File: src/rtl/core/upa_pkg.sv
// Shared types and constants for the ultrasonic perimeter alarm.
// No dependencies; used by every module in rtl/core.
package upa_pkg;

  // Default widths of the echo width counter and the cooldown timer.
  localparam int ECHO_W_DEF  = 16;
  localparam int TIMER_W_DEF = 26;

  localparam int POLL_W   = 20;
  localparam int THR_W    = 16;
  localparam int COOL_W   = 26;
  localparam int BEEP_W   = 20;
  localparam int TRIG_W   = 8;
  localparam int DIST_W   = 11;
  localparam int CMD_W    = 8;
  localparam int ALARM_W  = 2;
  localparam int PADDR_W  = 5;
  localparam int PDATA_W  = 32;
  localparam int REG_IDX_W = 3;

  // Distance in cm is (width * DIST_SCALE) >> DIST_SHIFT, clipped to DIST_LIMIT.
  localparam int DIST_SCALE = 1124;
  localparam int DIST_SHIFT = 16;
  localparam int DIST_LIMIT = 1124;

  // Register indexes on the configuration port.
  localparam logic [REG_IDX_W-1:0] REG_POLL   = 3'd0;
  localparam logic [REG_IDX_W-1:0] REG_THRESH = 3'd1;
  localparam logic [REG_IDX_W-1:0] REG_COOL   = 3'd2;
  localparam logic [REG_IDX_W-1:0] REG_BEEP   = 3'd3;
  localparam logic [REG_IDX_W-1:0] REG_TRIG   = 3'd4;

  // Register reset values.
  localparam logic [POLL_W-1:0] POLL_RST   = 20'd50000;
  localparam logic [THR_W-1:0]  THRESH_RST = 16'd5830;
  localparam logic [COOL_W-1:0] COOL_RST   = 26'd3000000;
  localparam logic [BEEP_W-1:0] BEEP_RST   = 20'd250000;
  localparam logic [TRIG_W-1:0] TRIG_RST   = 8'd10;

  // Host command bytes.
  localparam logic [CMD_W-1:0] CMD_ARM    = 8'hFF;
  localparam logic [CMD_W-1:0] CMD_DISARM = 8'h00;

  // Alarm report codes.
  localparam logic [ALARM_W-1:0] ALARM_NONE     = 2'd0;
  localparam logic [ALARM_W-1:0] ALARM_ARMED    = 2'd1;
  localparam logic [ALARM_W-1:0] ALARM_DISARMED = 2'd2;

  typedef struct packed {
    logic [POLL_W-1:0] poll_interval_us;
    logic [THR_W-1:0]  threshold_width_us;
    logic [COOL_W-1:0] cooldown_us;
    logic [BEEP_W-1:0] beep_half_us;
    logic [TRIG_W-1:0] trig_width_us;
  } cfg_t;

  // Per-tick results of the poll, cooldown, command and buzzer logic.
  typedef struct packed {
    logic               trig_level;
    logic               buzzer_level;
    logic               report_valid;
    logic               breach;
    logic               breach_event;
    logic [ALARM_W-1:0] alarm_report;
  } ctrl_res_t;

endpackage

File: src/rtl/core/upa_regs.sv
// Configuration register file behind an APB-style port.
// Depends on upa_pkg for register indexes, widths and reset values.
module upa_regs (
  input  logic                          clk,
  input  logic                          rst,
  input  logic                          psel,
  input  logic                          penable,
  input  logic                          pwrite,
  input  logic [upa_pkg::PADDR_W-1:0]   paddr,
  input  logic [upa_pkg::PDATA_W-1:0]   pwdata,
  output logic [upa_pkg::PDATA_W-1:0]   prdata,
  output logic                          pready,
  output upa_pkg::cfg_t                 cfg
);

  logic                            wr_en;
  logic [upa_pkg::REG_IDX_W-1:0]   idx;

  assign pready = 1'b1;
  assign wr_en  = psel && penable && pwrite;
  assign idx    = paddr[upa_pkg::PADDR_W-1:2];

  always_ff @(posedge clk) begin
    if (rst) begin
      cfg.poll_interval_us   <= upa_pkg::POLL_RST;
      cfg.threshold_width_us <= upa_pkg::THRESH_RST;
      cfg.cooldown_us        <= upa_pkg::COOL_RST;
      cfg.beep_half_us       <= upa_pkg::BEEP_RST;
      cfg.trig_width_us      <= upa_pkg::TRIG_RST;
    end else if (wr_en) begin
      unique case (idx)
        upa_pkg::REG_POLL:   cfg.poll_interval_us   <= pwdata[upa_pkg::POLL_W-1:0];
        upa_pkg::REG_THRESH: cfg.threshold_width_us <= pwdata[upa_pkg::THR_W-1:0];
        upa_pkg::REG_COOL:   cfg.cooldown_us        <= pwdata[upa_pkg::COOL_W-1:0];
        upa_pkg::REG_BEEP:   cfg.beep_half_us       <= pwdata[upa_pkg::BEEP_W-1:0];
        upa_pkg::REG_TRIG:   cfg.trig_width_us      <= pwdata[upa_pkg::TRIG_W-1:0];
        default: ;
      endcase
    end
  end

  always_comb begin
    unique case (idx)
      upa_pkg::REG_POLL:   prdata = upa_pkg::PDATA_W'(cfg.poll_interval_us);
      upa_pkg::REG_THRESH: prdata = upa_pkg::PDATA_W'(cfg.threshold_width_us);
      upa_pkg::REG_COOL:   prdata = upa_pkg::PDATA_W'(cfg.cooldown_us);
      upa_pkg::REG_BEEP:   prdata = upa_pkg::PDATA_W'(cfg.beep_half_us);
      upa_pkg::REG_TRIG:   prdata = upa_pkg::PDATA_W'(cfg.trig_width_us);
      default:             prdata = '0;
    endcase
  end

endmodule

File: src/rtl/core/upa_echo.sv
// Echo pulse timer and distance conversion.
// Depends on upa_pkg for the distance scale and output width.
module upa_echo #(
  parameter int ECHO_WIDTH_BITS = upa_pkg::ECHO_W_DEF
) (
  input  logic                        clk,
  input  logic                        rst,
  input  logic                        fire,
  input  logic                        echo_level,
  output logic [ECHO_WIDTH_BITS-1:0]  last_width_next,
  output logic                        width_known_next,
  output logic [upa_pkg::DIST_W-1:0]  distance_cm
);

  localparam int EW = ECHO_WIDTH_BITS;
  localparam int PW = (EW + upa_pkg::DIST_W > 27) ? EW + upa_pkg::DIST_W : 27;

  logic          echo_prev;
  logic [EW-1:0] echo_counter;
  logic [EW-1:0] echo_counter_next;
  logic [EW-1:0] last_width;
  logic          width_known;
  logic [PW-1:0] product;
  logic [PW-1:0] scaled;

  always_comb begin
    echo_counter_next = echo_counter;
    last_width_next   = last_width;
    width_known_next  = width_known;
    if (echo_level) begin
      if (!echo_prev) begin
        echo_counter_next = EW'(1);
      end else if (!(&echo_counter)) begin
        echo_counter_next = echo_counter + EW'(1);
      end
    end else if (echo_prev) begin
      // Falling edge closes the pulse; the same tick's poll sees it.
      last_width_next  = echo_counter;
      width_known_next = 1'b1;
    end
  end

  assign product = PW'(last_width_next) * PW'(upa_pkg::DIST_SCALE);
  assign scaled  = product >> upa_pkg::DIST_SHIFT;
  assign distance_cm = (scaled > PW'(upa_pkg::DIST_LIMIT)) ?
                       upa_pkg::DIST_W'(upa_pkg::DIST_LIMIT) : scaled[upa_pkg::DIST_W-1:0];

  always_ff @(posedge clk) begin
    if (rst) begin
      echo_prev    <= 1'b0;
      echo_counter <= '0;
      last_width   <= '0;
      width_known  <= 1'b0;
    end else if (fire) begin
      echo_prev    <= echo_level;
      echo_counter <= echo_counter_next;
      last_width   <= last_width_next;
      width_known  <= width_known_next;
    end
  end

endmodule

File: src/rtl/core/upa_ctrl.sv
// Poll and trigger timing, breach detection with cooldown, host commands
// and the alarm buzzer. Depends on upa_pkg for the config and result types.
module upa_ctrl #(
  parameter int ECHO_WIDTH_BITS  = upa_pkg::ECHO_W_DEF,
  parameter int TIMER_WIDTH_BITS = upa_pkg::TIMER_W_DEF
) (
  input  logic                        clk,
  input  logic                        rst,
  input  logic                        fire,
  input  upa_pkg::cfg_t               cfg,
  input  logic [ECHO_WIDTH_BITS-1:0]  last_width,
  input  logic                        width_known,
  input  logic                        cmd_valid,
  input  logic [upa_pkg::CMD_W-1:0]   cmd_byte,
  output upa_pkg::ctrl_res_t          res
);

  localparam int TW = TIMER_WIDTH_BITS;
  localparam int CW = (TW > upa_pkg::COOL_W) ? TW : upa_pkg::COOL_W;
  localparam int EW = ECHO_WIDTH_BITS;
  localparam int BW = (EW > upa_pkg::THR_W) ? EW : upa_pkg::THR_W;
  localparam int PLW = upa_pkg::POLL_W;
  localparam int BPW = upa_pkg::BEEP_W;
  localparam int TRW = upa_pkg::TRIG_W;

  logic [PLW-1:0] poll_elapsed, poll_elapsed_next, pnext;
  logic [TW-1:0]  cooldown_elapsed, cooldown_elapsed_next, cnext;
  logic [TRW-1:0] trig_remaining, trig_remaining_next, trig_loaded;
  logic           alarm_armed, alarm_armed_next;
  logic [BPW-1:0] beep_count, beep_count_next, beep_count_cmd;
  logic           beep_phase, beep_phase_next, beep_phase_cmd;
  logic           poll_fire;
  logic           breach;
  logic           event_ok;
  logic [BPW:0]   beep_inc;

  always_comb begin
    pnext     = (&poll_elapsed) ? poll_elapsed : poll_elapsed + PLW'(1);
    cnext     = (&cooldown_elapsed) ? cooldown_elapsed : cooldown_elapsed + TW'(1);
    poll_fire = (pnext >= cfg.poll_interval_us);
    breach    = poll_fire && width_known && (last_width != '0) &&
                (BW'(last_width) <= BW'(cfg.threshold_width_us));
    event_ok  = breach && (CW'(cnext) >= CW'(cfg.cooldown_us));

    poll_elapsed_next     = poll_fire ? '0 : pnext;
    cooldown_elapsed_next = event_ok ? '0 : cnext;

    // A poll restarts the trigger pulse, even in the middle of one.
    trig_loaded         = poll_fire ? cfg.trig_width_us : trig_remaining;
    trig_remaining_next = (trig_loaded != '0) ? trig_loaded - TRW'(1) : trig_loaded;

    alarm_armed_next = alarm_armed;
    beep_count_cmd   = beep_count;
    beep_phase_cmd   = beep_phase;
    res.alarm_report = upa_pkg::ALARM_NONE;
    if (cmd_valid) begin
      if (cmd_byte == upa_pkg::CMD_ARM) begin
        alarm_armed_next = 1'b1;
        res.alarm_report = upa_pkg::ALARM_ARMED;
      end else if (cmd_byte == upa_pkg::CMD_DISARM) begin
        alarm_armed_next = 1'b0;
        beep_count_cmd   = '0;
        beep_phase_cmd   = 1'b0;
        res.alarm_report = upa_pkg::ALARM_DISARMED;
      end
    end

    beep_inc        = {1'b0, beep_count_cmd} + (BPW+1)'(1);
    beep_count_next = beep_count_cmd;
    beep_phase_next = beep_phase_cmd;
    if (alarm_armed_next) begin
      if (beep_inc >= {1'b0, cfg.beep_half_us}) begin
        beep_count_next = '0;
        beep_phase_next = ~beep_phase_cmd;
      end else begin
        beep_count_next = beep_inc[BPW-1:0];
      end
    end

    res.trig_level   = (trig_loaded != '0);
    res.buzzer_level = alarm_armed_next && !beep_phase_cmd;
    res.report_valid = poll_fire;
    res.breach       = breach;
    res.breach_event = event_ok;
  end

  always_ff @(posedge clk) begin
    if (rst) begin
      poll_elapsed     <= '0;
      cooldown_elapsed <= '0;
      trig_remaining   <= '0;
      alarm_armed      <= 1'b0;
      beep_count       <= '0;
      beep_phase       <= 1'b0;
    end else if (fire) begin
      poll_elapsed     <= poll_elapsed_next;
      cooldown_elapsed <= cooldown_elapsed_next;
      trig_remaining   <= trig_remaining_next;
      alarm_armed      <= alarm_armed_next;
      beep_count       <= beep_count_next;
      beep_phase       <= beep_phase_next;
    end
  end

endmodule

File: src/rtl/core/ultrasonic_perimeter_alarm.sv
// Ultrasonic perimeter alarm: one tick beat in, one result beat out.
// A tick beat goes into the input register, then its result into the result
// register. Throughput: one beat per cycle unless result_stall holds a waiting
// result; the echo, poll and buzzer state updates in the same cycle the result is
// built. Reset (synchronous, rst high) clears all timers and state and loads the
// register defaults; beats are accepted right after reset.
module ultrasonic_perimeter_alarm #(
  parameter int ECHO_WIDTH_BITS  = upa_pkg::ECHO_W_DEF,
  parameter int TIMER_WIDTH_BITS = upa_pkg::TIMER_W_DEF
) (
  input  logic                          clk,
  input  logic                          rst,
  input  logic                          psel,
  input  logic                          penable,
  input  logic                          pwrite,
  input  logic [upa_pkg::PADDR_W-1:0]   paddr,
  input  logic [upa_pkg::PDATA_W-1:0]   pwdata,
  output logic [upa_pkg::PDATA_W-1:0]   prdata,
  output logic                          pready,
  input  logic                          tick_valid,
  output logic                          tick_stall,
  input  logic                          echo_level,
  input  logic                          cmd_valid,
  input  logic [upa_pkg::CMD_W-1:0]     cmd_byte,
  output logic                          result_valid,
  input  logic                          result_stall,
  output logic                          trig_level,
  output logic                          buzzer_level,
  output logic                          report_valid,
  output logic [upa_pkg::DIST_W-1:0]    distance_cm,
  output logic                          distance_known,
  output logic                          breach,
  output logic                          breach_event,
  output logic [upa_pkg::ALARM_W-1:0]   alarm_report
);

  upa_pkg::cfg_t                cfg;
  upa_pkg::ctrl_res_t           ctrl_res;
  logic                         s1_valid;
  logic                         s1_echo;
  logic                         s1_cmd_valid;
  logic [upa_pkg::CMD_W-1:0]    s1_cmd_byte;
  logic                         advance;
  logic                         fire;
  logic [ECHO_WIDTH_BITS-1:0]   last_width_next;
  logic                         width_known_next;
  logic [upa_pkg::DIST_W-1:0]   distance_next;

  // The result register frees up when empty or when its beat is taken.
  assign advance    = !result_valid || !result_stall;
  assign fire       = s1_valid && advance;
  assign tick_stall = s1_valid && !advance;

  always_ff @(posedge clk) begin
    if (rst) begin
      s1_valid <= 1'b0;
    end else if (!tick_stall) begin
      s1_valid <= tick_valid;
    end
  end

  always_ff @(posedge clk) begin
    if (tick_valid && !tick_stall) begin
      s1_echo      <= echo_level;
      s1_cmd_valid <= cmd_valid;
      s1_cmd_byte  <= cmd_byte;
    end
  end

  upa_regs u_regs (
    .clk     (clk),
    .rst     (rst),
    .psel    (psel),
    .penable (penable),
    .pwrite  (pwrite),
    .paddr   (paddr),
    .pwdata  (pwdata),
    .prdata  (prdata),
    .pready  (pready),
    .cfg     (cfg)
  );

  upa_echo #(
    .ECHO_WIDTH_BITS (ECHO_WIDTH_BITS)
  ) u_echo (
    .clk              (clk),
    .rst              (rst),
    .fire             (fire),
    .echo_level       (s1_echo),
    .last_width_next  (last_width_next),
    .width_known_next (width_known_next),
    .distance_cm      (distance_next)
  );

  upa_ctrl #(
    .ECHO_WIDTH_BITS  (ECHO_WIDTH_BITS),
    .TIMER_WIDTH_BITS (TIMER_WIDTH_BITS)
  ) u_ctrl (
    .clk         (clk),
    .rst         (rst),
    .fire        (fire),
    .cfg         (cfg),
    .last_width  (last_width_next),
    .width_known (width_known_next),
    .cmd_valid   (s1_cmd_valid),
    .cmd_byte    (s1_cmd_byte),
    .res         (ctrl_res)
  );

  always_ff @(posedge clk) begin
    if (rst) begin
      result_valid <= 1'b0;
    end else if (advance) begin
      result_valid <= s1_valid;
    end
  end

  always_ff @(posedge clk) begin
    if (fire) begin
      trig_level     <= ctrl_res.trig_level;
      buzzer_level   <= ctrl_res.buzzer_level;
      report_valid   <= ctrl_res.report_valid;
      distance_cm    <= distance_next;
      distance_known <= width_known_next;
      breach         <= ctrl_res.breach;
      breach_event   <= ctrl_res.breach_event;
      alarm_report   <= ctrl_res.alarm_report;
    end
  end

endmodule
File: config.mk
export PLATFORM = sky130hd
export DESIGN_NAME = ultrasonic_perimeter_alarm
export DESIGN_NICKNAME = d
export VERILOG_FILES = /design/src/rtl/core/upa_pkg.sv /design/src/rtl/core/upa_regs.sv /design/src/rtl/core/upa_echo.sv /design/src/rtl/core/upa_ctrl.sv /design/src/rtl/core/ultrasonic_perimeter_alarm.sv
export SDC_FILE = /design/constraint.sdc
export NUM_CORES = 1
export LEC_CHECK = 0
export BUFFER_PORTS_ARGS = -buffer_cell sky130_fd_sc_hd__buf_2
export CELL_PAD_IN_SITES_DETAIL_PLACEMENT = 1
export CELL_PAD_IN_SITES_GLOBAL_PLACEMENT = 1
export CORE_AREA = 2 2 326 167
export DETAILED_ROUTE_END_ITERATION = 10
export DIE_AREA = 0 0 328 169
export PLACE_DENSITY_LB_ADDON = 0.1
export SLEW_MARGIN = 20
export SYNTH_ARGS = -nofsm -noshare
export SYNTH_HDL_FRONTEND = slang
export SYNTH_HIERARCHICAL = 1
export SYNTH_SLANG_ARGS = --single-unit
File: constraint.sdc
create_clock -name clk -period 10.55 [get_ports clk]
set_input_delay 1.055 -clock clk [delete_from_list [all_inputs] [get_ports clk]]
set_output_delay 1.055 -clock clk [all_outputs]
set_load 0.1 [all_outputs]
==> impl_metrics.csv <==
group,metric,value,unit
place,gp_congestion,0.789,
synthesis,synth_xor_area_frac,0.0493,
worst_setup_path,r2r-start,"u_ctrl/poll_elapsed[0]",
die,dieArea,0.0554,sq mm
cts,cts.sinks,231,
global_routing,grt_use_total,0.195,
timing,fin_skew,0.0239,ns
power_and_ir_drop,power_density,131,mW/mm^2
cts,cts-hold-fix-buffers,0,
global_routing,overflow,0,
place,dpl.hpwl,41900,microns
synthesis,synth_compound_area_frac,0.138,
synthesis,synthAdderAreaFrac,0.151,
timing,setup_ws,4.03,ns
cts,clock_latency,0.60,ns
die,die_height,169,microns
synthesis,ys.flop_type,"dfxtp_1",
route,drc_errors,0,
cts,cts_buffer_depth,3,
layout,diodes,0,
worst_setup_path,crit_arrival,7.00,ns
power_and_ir_drop,p_leak,7.87,nW
timing,rsz0062_at_grt,"false",
worst_setup_path,r2r_cells,20,
layout,register_area,0.00491,sq mm
global_routing,grt_pass1_vias,13300,
global_routing,grt_max_degree,81,
synthesis,synth-simple-area-share,0.205,
synthesis,synthArstFlopShare,0,
die,coreArea,0.0528,sq mm
timing,min_period_over_period,0.618,
synthesis,synth_mux_area_frac,0.0788,
worst_setup_path,slowest_delay,0.69,ns
hold_path,hold_path.startpoint,"u_echo/last_width[2]",
global_routing,use_met1,0.320,
cts,clk_pin_slew,0.06,ns
route,drt_wl_total,54000,microns
global_routing,grt_use_met3,0.0305,
timing,slew_viol_final,0,
worst_setup_path,critPathLaunchType,"flop",
layout,drive_gt1_frac,0.119,
synthesis,synth_top_family_by_area,"simple AND/OR/NAND/NOR gates",
worst_setup_path,crit_chain,"ha_1 > nand2_1 > nor3_1 > nand4_1 > nand4_1 > nor2_1 > xnor2_1 > ha_1 > a21oi_1 > o21ai_0 > a211o_1 > a2111o_1 > mux2i_1 > ha_1 > nand2_1 > or3_1 > nor3_1 > mux2i_1 > mux2i_1 > a22o_1",
synthesis,ys_ff_latch,231,
synthesis,synth_area,0.0156,sq mm
route,detail-route-antenna-nets,0,
route,drt_first_pass_iters,5,
route,viasPerCell,5.06,
timing,slew_headroom,0.354,
route,drt-initial-drc-count,775,
synthesis,synth_edf_count,29,
timing,tns,0,ns
synthesis,synthDistinctLibCells,87,
die,io_pins,108,
worst_setup_path,cp.required,11.03,ns
global_routing,antenna_found_initial,0,
die,initial_core_util,0.297,
die,num_rows,60,
flow_run,cap_violations,0,
power_and_ir_drop,power.switching,0.714,mW
timing,worstMarginPinSlew,0.966,ns
cts,cts-resized-gates,0,
layout,area_growth,12.6,%
power_and_ir_drop,p_sw_frac,0.310,
timing,fin_crit,6.52,ns
route,via_count,13000,
synthesis,yosysWarnings,6,
outcome,status,"finished clean",
hold_path,whs_path_depth,2,
worst_setup_path,reg2reg_slack,4.03,ns
synthesis,seq_area_frac_synth,0.314,
hold_path,min_path_type,"reg -> reg",
worst_setup_path,path_max_fanout,16,
power_and_ir_drop,p_comb_frac,0.158,
synthesis,yosysTopAreaCell,"dfxtp_1",
hold_path,hold_end,"u_echo/last_width[2]",
power_and_ir_drop,ir_drop,0.116,mV
cts,root_buffer,"clkbuf_16",
timing,fmax,153,MHz
global_routing,top_usage_layer,"met1",
cts,cts_setup_buffers,0,
worst_setup_path,critPathKind,"reg -> reg",
timing,hold_viol_final,0,
place,post-place-ws,4.16,ns
route,routedWlPerCell,21.0,microns
die,die_x,328,microns
global_routing,grt_pass1_wl,82900,microns
power_and_ir_drop,seq_power_share,0.410,
layout,nets,2071,
worst_setup_path,r2r-end,"u_ctrl/trig_remaining[1]",
worst_setup_path,cp-end-kind,"flop",
cts,cts_tree,"yes",
timing,setup_viol,0,
worst_setup_path,cpMaxStageDelayCell,"a2111o_1",
place,portBuffers,92,
global_routing,gr-usage-met2,0.264,
layout,fillers,6117,
layout,multi_input_area,0.00978,sq mm
cts,cts.htree.levels,1,
cts,cts_inserted_buffers,28,
synthesis,synth_top_area_frac,0.258,
synthesis,syn_area_per_cell,8.75,sq um
synthesis,synthTopCellsByArea,"dfxtp_1 26%, ha_1 12%, edfxtp_1 5.6%",
power_and_ir_drop,internal-power,1.59,mW
power_and_ir_drop,clkPwrFrac,0.432,
synthesis,syn_inst,1788,
## registers in the layout (all words and copies together) (netlist names), 2 cells and up
name,flops
u_ctrl/poll_elapsed,20
distance_cm,11
alarm_report,2
u_ctrl/trig_remaining,8
u_ctrl/cooldown_elapsed,26
u_echo/echo_counter,16
u_echo/last_width,16
u_regs/cfg,90
u_ctrl/beep_count,20
s1_cmd_byte,8
## cell usage in the layout (no fill, tap or decap), types with 6 or more instances in the layout
cell,synthesis,final
xnor2_1,42,42
buf_2,11,91
and4_1,12,12
mux4_2,7,7
nand2b_1,64,64
nor2b_1,38,38
a21oi_1,86,86
and2_1,16,16
clkbuf_16,0,29
mux2i_1,71,71
fa_1,22,22
ha_1,154,154
nand4b_1,9,9
nand2_1,124,124
mux2_2,30,30
a21o_1,11,11
a22oi_1,24,24
nand4_1,28,28
edfxtp_1,29,29
clkbuf_8,0,6
o21a_1,8,8
and3_1,25,25
o31ai_1,11,11
xor2_1,46,46
clkinv_1,0,6
nor2_1,172,171
nor4_1,12,11
inv_1,144,144
a211oi_1,10,10
conb_1,2,7
or3_1,6,6
nor3_1,25,25
o21ai_0,95,95
o22ai_1,10,10
nand3_1,52,52
a22o_1,31,31
buf_4,17,15
dfxtp_1,202,202
## metrics by stage
stage               power (mW)   util  hold slack (ns)  instance area (sq um)  instances
floorplan                 1.23      -            0.433                  15700       1793
global placement          1.32  0.316            0.440                  16700       2524
detailed placement        1.33  0.317            0.449                  16700       2524
CTS                       2.35  0.334            0.458                  17600       2576
global route              2.42  0.334            0.473                  17600       2576
finish                    2.30  0.334            0.459                  17600       2576
## cells by family (layout without fill, tap and decap cells)
family | after synthesis | count (layout)
compound gates | 332 | 332
flops | 231 | 231
mux | 109 | 109
fa+ha+maj | 176 | 176
simple gates | 617 | 617
other cells | 2 | 7
buf+inv | 233 | 303
xor+xnor | 88 | 88
## power groups by stage
stage / clock network, mW / logic [mW] / registers, mW
detailed placement: 0 / 0.368 / 0.963
global placement: 0 / 0.359 / 0.962
CTS: 1.04 / 0.368 / 0.944
floorplan: 0 / 0.236 / 0.995
global route: 1.07 / 0.402 / 0.949
finish: 0.995 / 0.364 / 0.944
## worst max-delay path by stage
stage,to,slack (ns),from
global placement,u_ctrl/trig_remaining[4],4.36,u_ctrl/poll_elapsed[0]
CTS,u_ctrl/trig_remaining[1],4.13,u_ctrl/poll_elapsed[0]
finish,u_ctrl/trig_remaining[1],4.03,u_ctrl/poll_elapsed[0]
global route,u_ctrl/trig_remaining[2],3.64,u_ctrl/poll_elapsed[0]
detailed placement,u_ctrl/trig_remaining[1],4.16,u_ctrl/poll_elapsed[0]
floorplan,distance_cm[3],4.91,s1_echo
## final cells by class
| class | instances | share of cell area |
|---|---|---|
| clock buffers | 39 | 0.0467 |
| clock inverters | 13 | 0.00547 |
| inverters | 145 | 0.0310 |
| multi-input cells | 1329 | 0.555 |
| flip-flops and latches | 231 | 0.279 |
| well taps | 713 | 0.0506 |
| repair buffers | 106 | 0.0322 |
## per-layer routing
layer  vias to the layer above  share of wire
met5                         -              0
met4                         0          0.012
met3                        41          0.038
met2                       199           0.38
met1                      6433           0.57
li1                       6358              -
## synthesized netlist by cell type, types with 8 or more instances
library cell    n
ha_1          154
and3_1         25
dfxtp_1       202
and4_1         12
nor2_1        172
mux2_2         30
a22o_1         31
o21a_1          8
a22oi_1        24
xor2_1         46
inv_1         144
nand3_1        52
mux2i_1        71
xnor2_1        42
buf_4          17
nor2b_1        38
nand2_1       124
a21oi_1        86
nand2b_1       64
and2_1         16
a211oi_1       10
fa_1           22
o21ai_0        95
nand4b_1        9
clkbuf_1       50
edfxtp_1       29
nor3_1         25
o22ai_1        10
a21o_1         11
buf_2          11
o31ai_1        11
nand4_1        28
nor4_1         12
## worst max-delay path, delay by kind of cell, from the launching register on
kind,cells,cell delay (ns)
AND/OR/NAND/NOR,8,2.34
AO/OA/AOI/OAI,5,1.63
adder cells (fa/ha/maj),3,0.91
multiplexers,3,0.80
flip-flops,1,0.49
XOR/XNOR,1,0.22
Note: power is estimated with default switching activity, not from simulation.
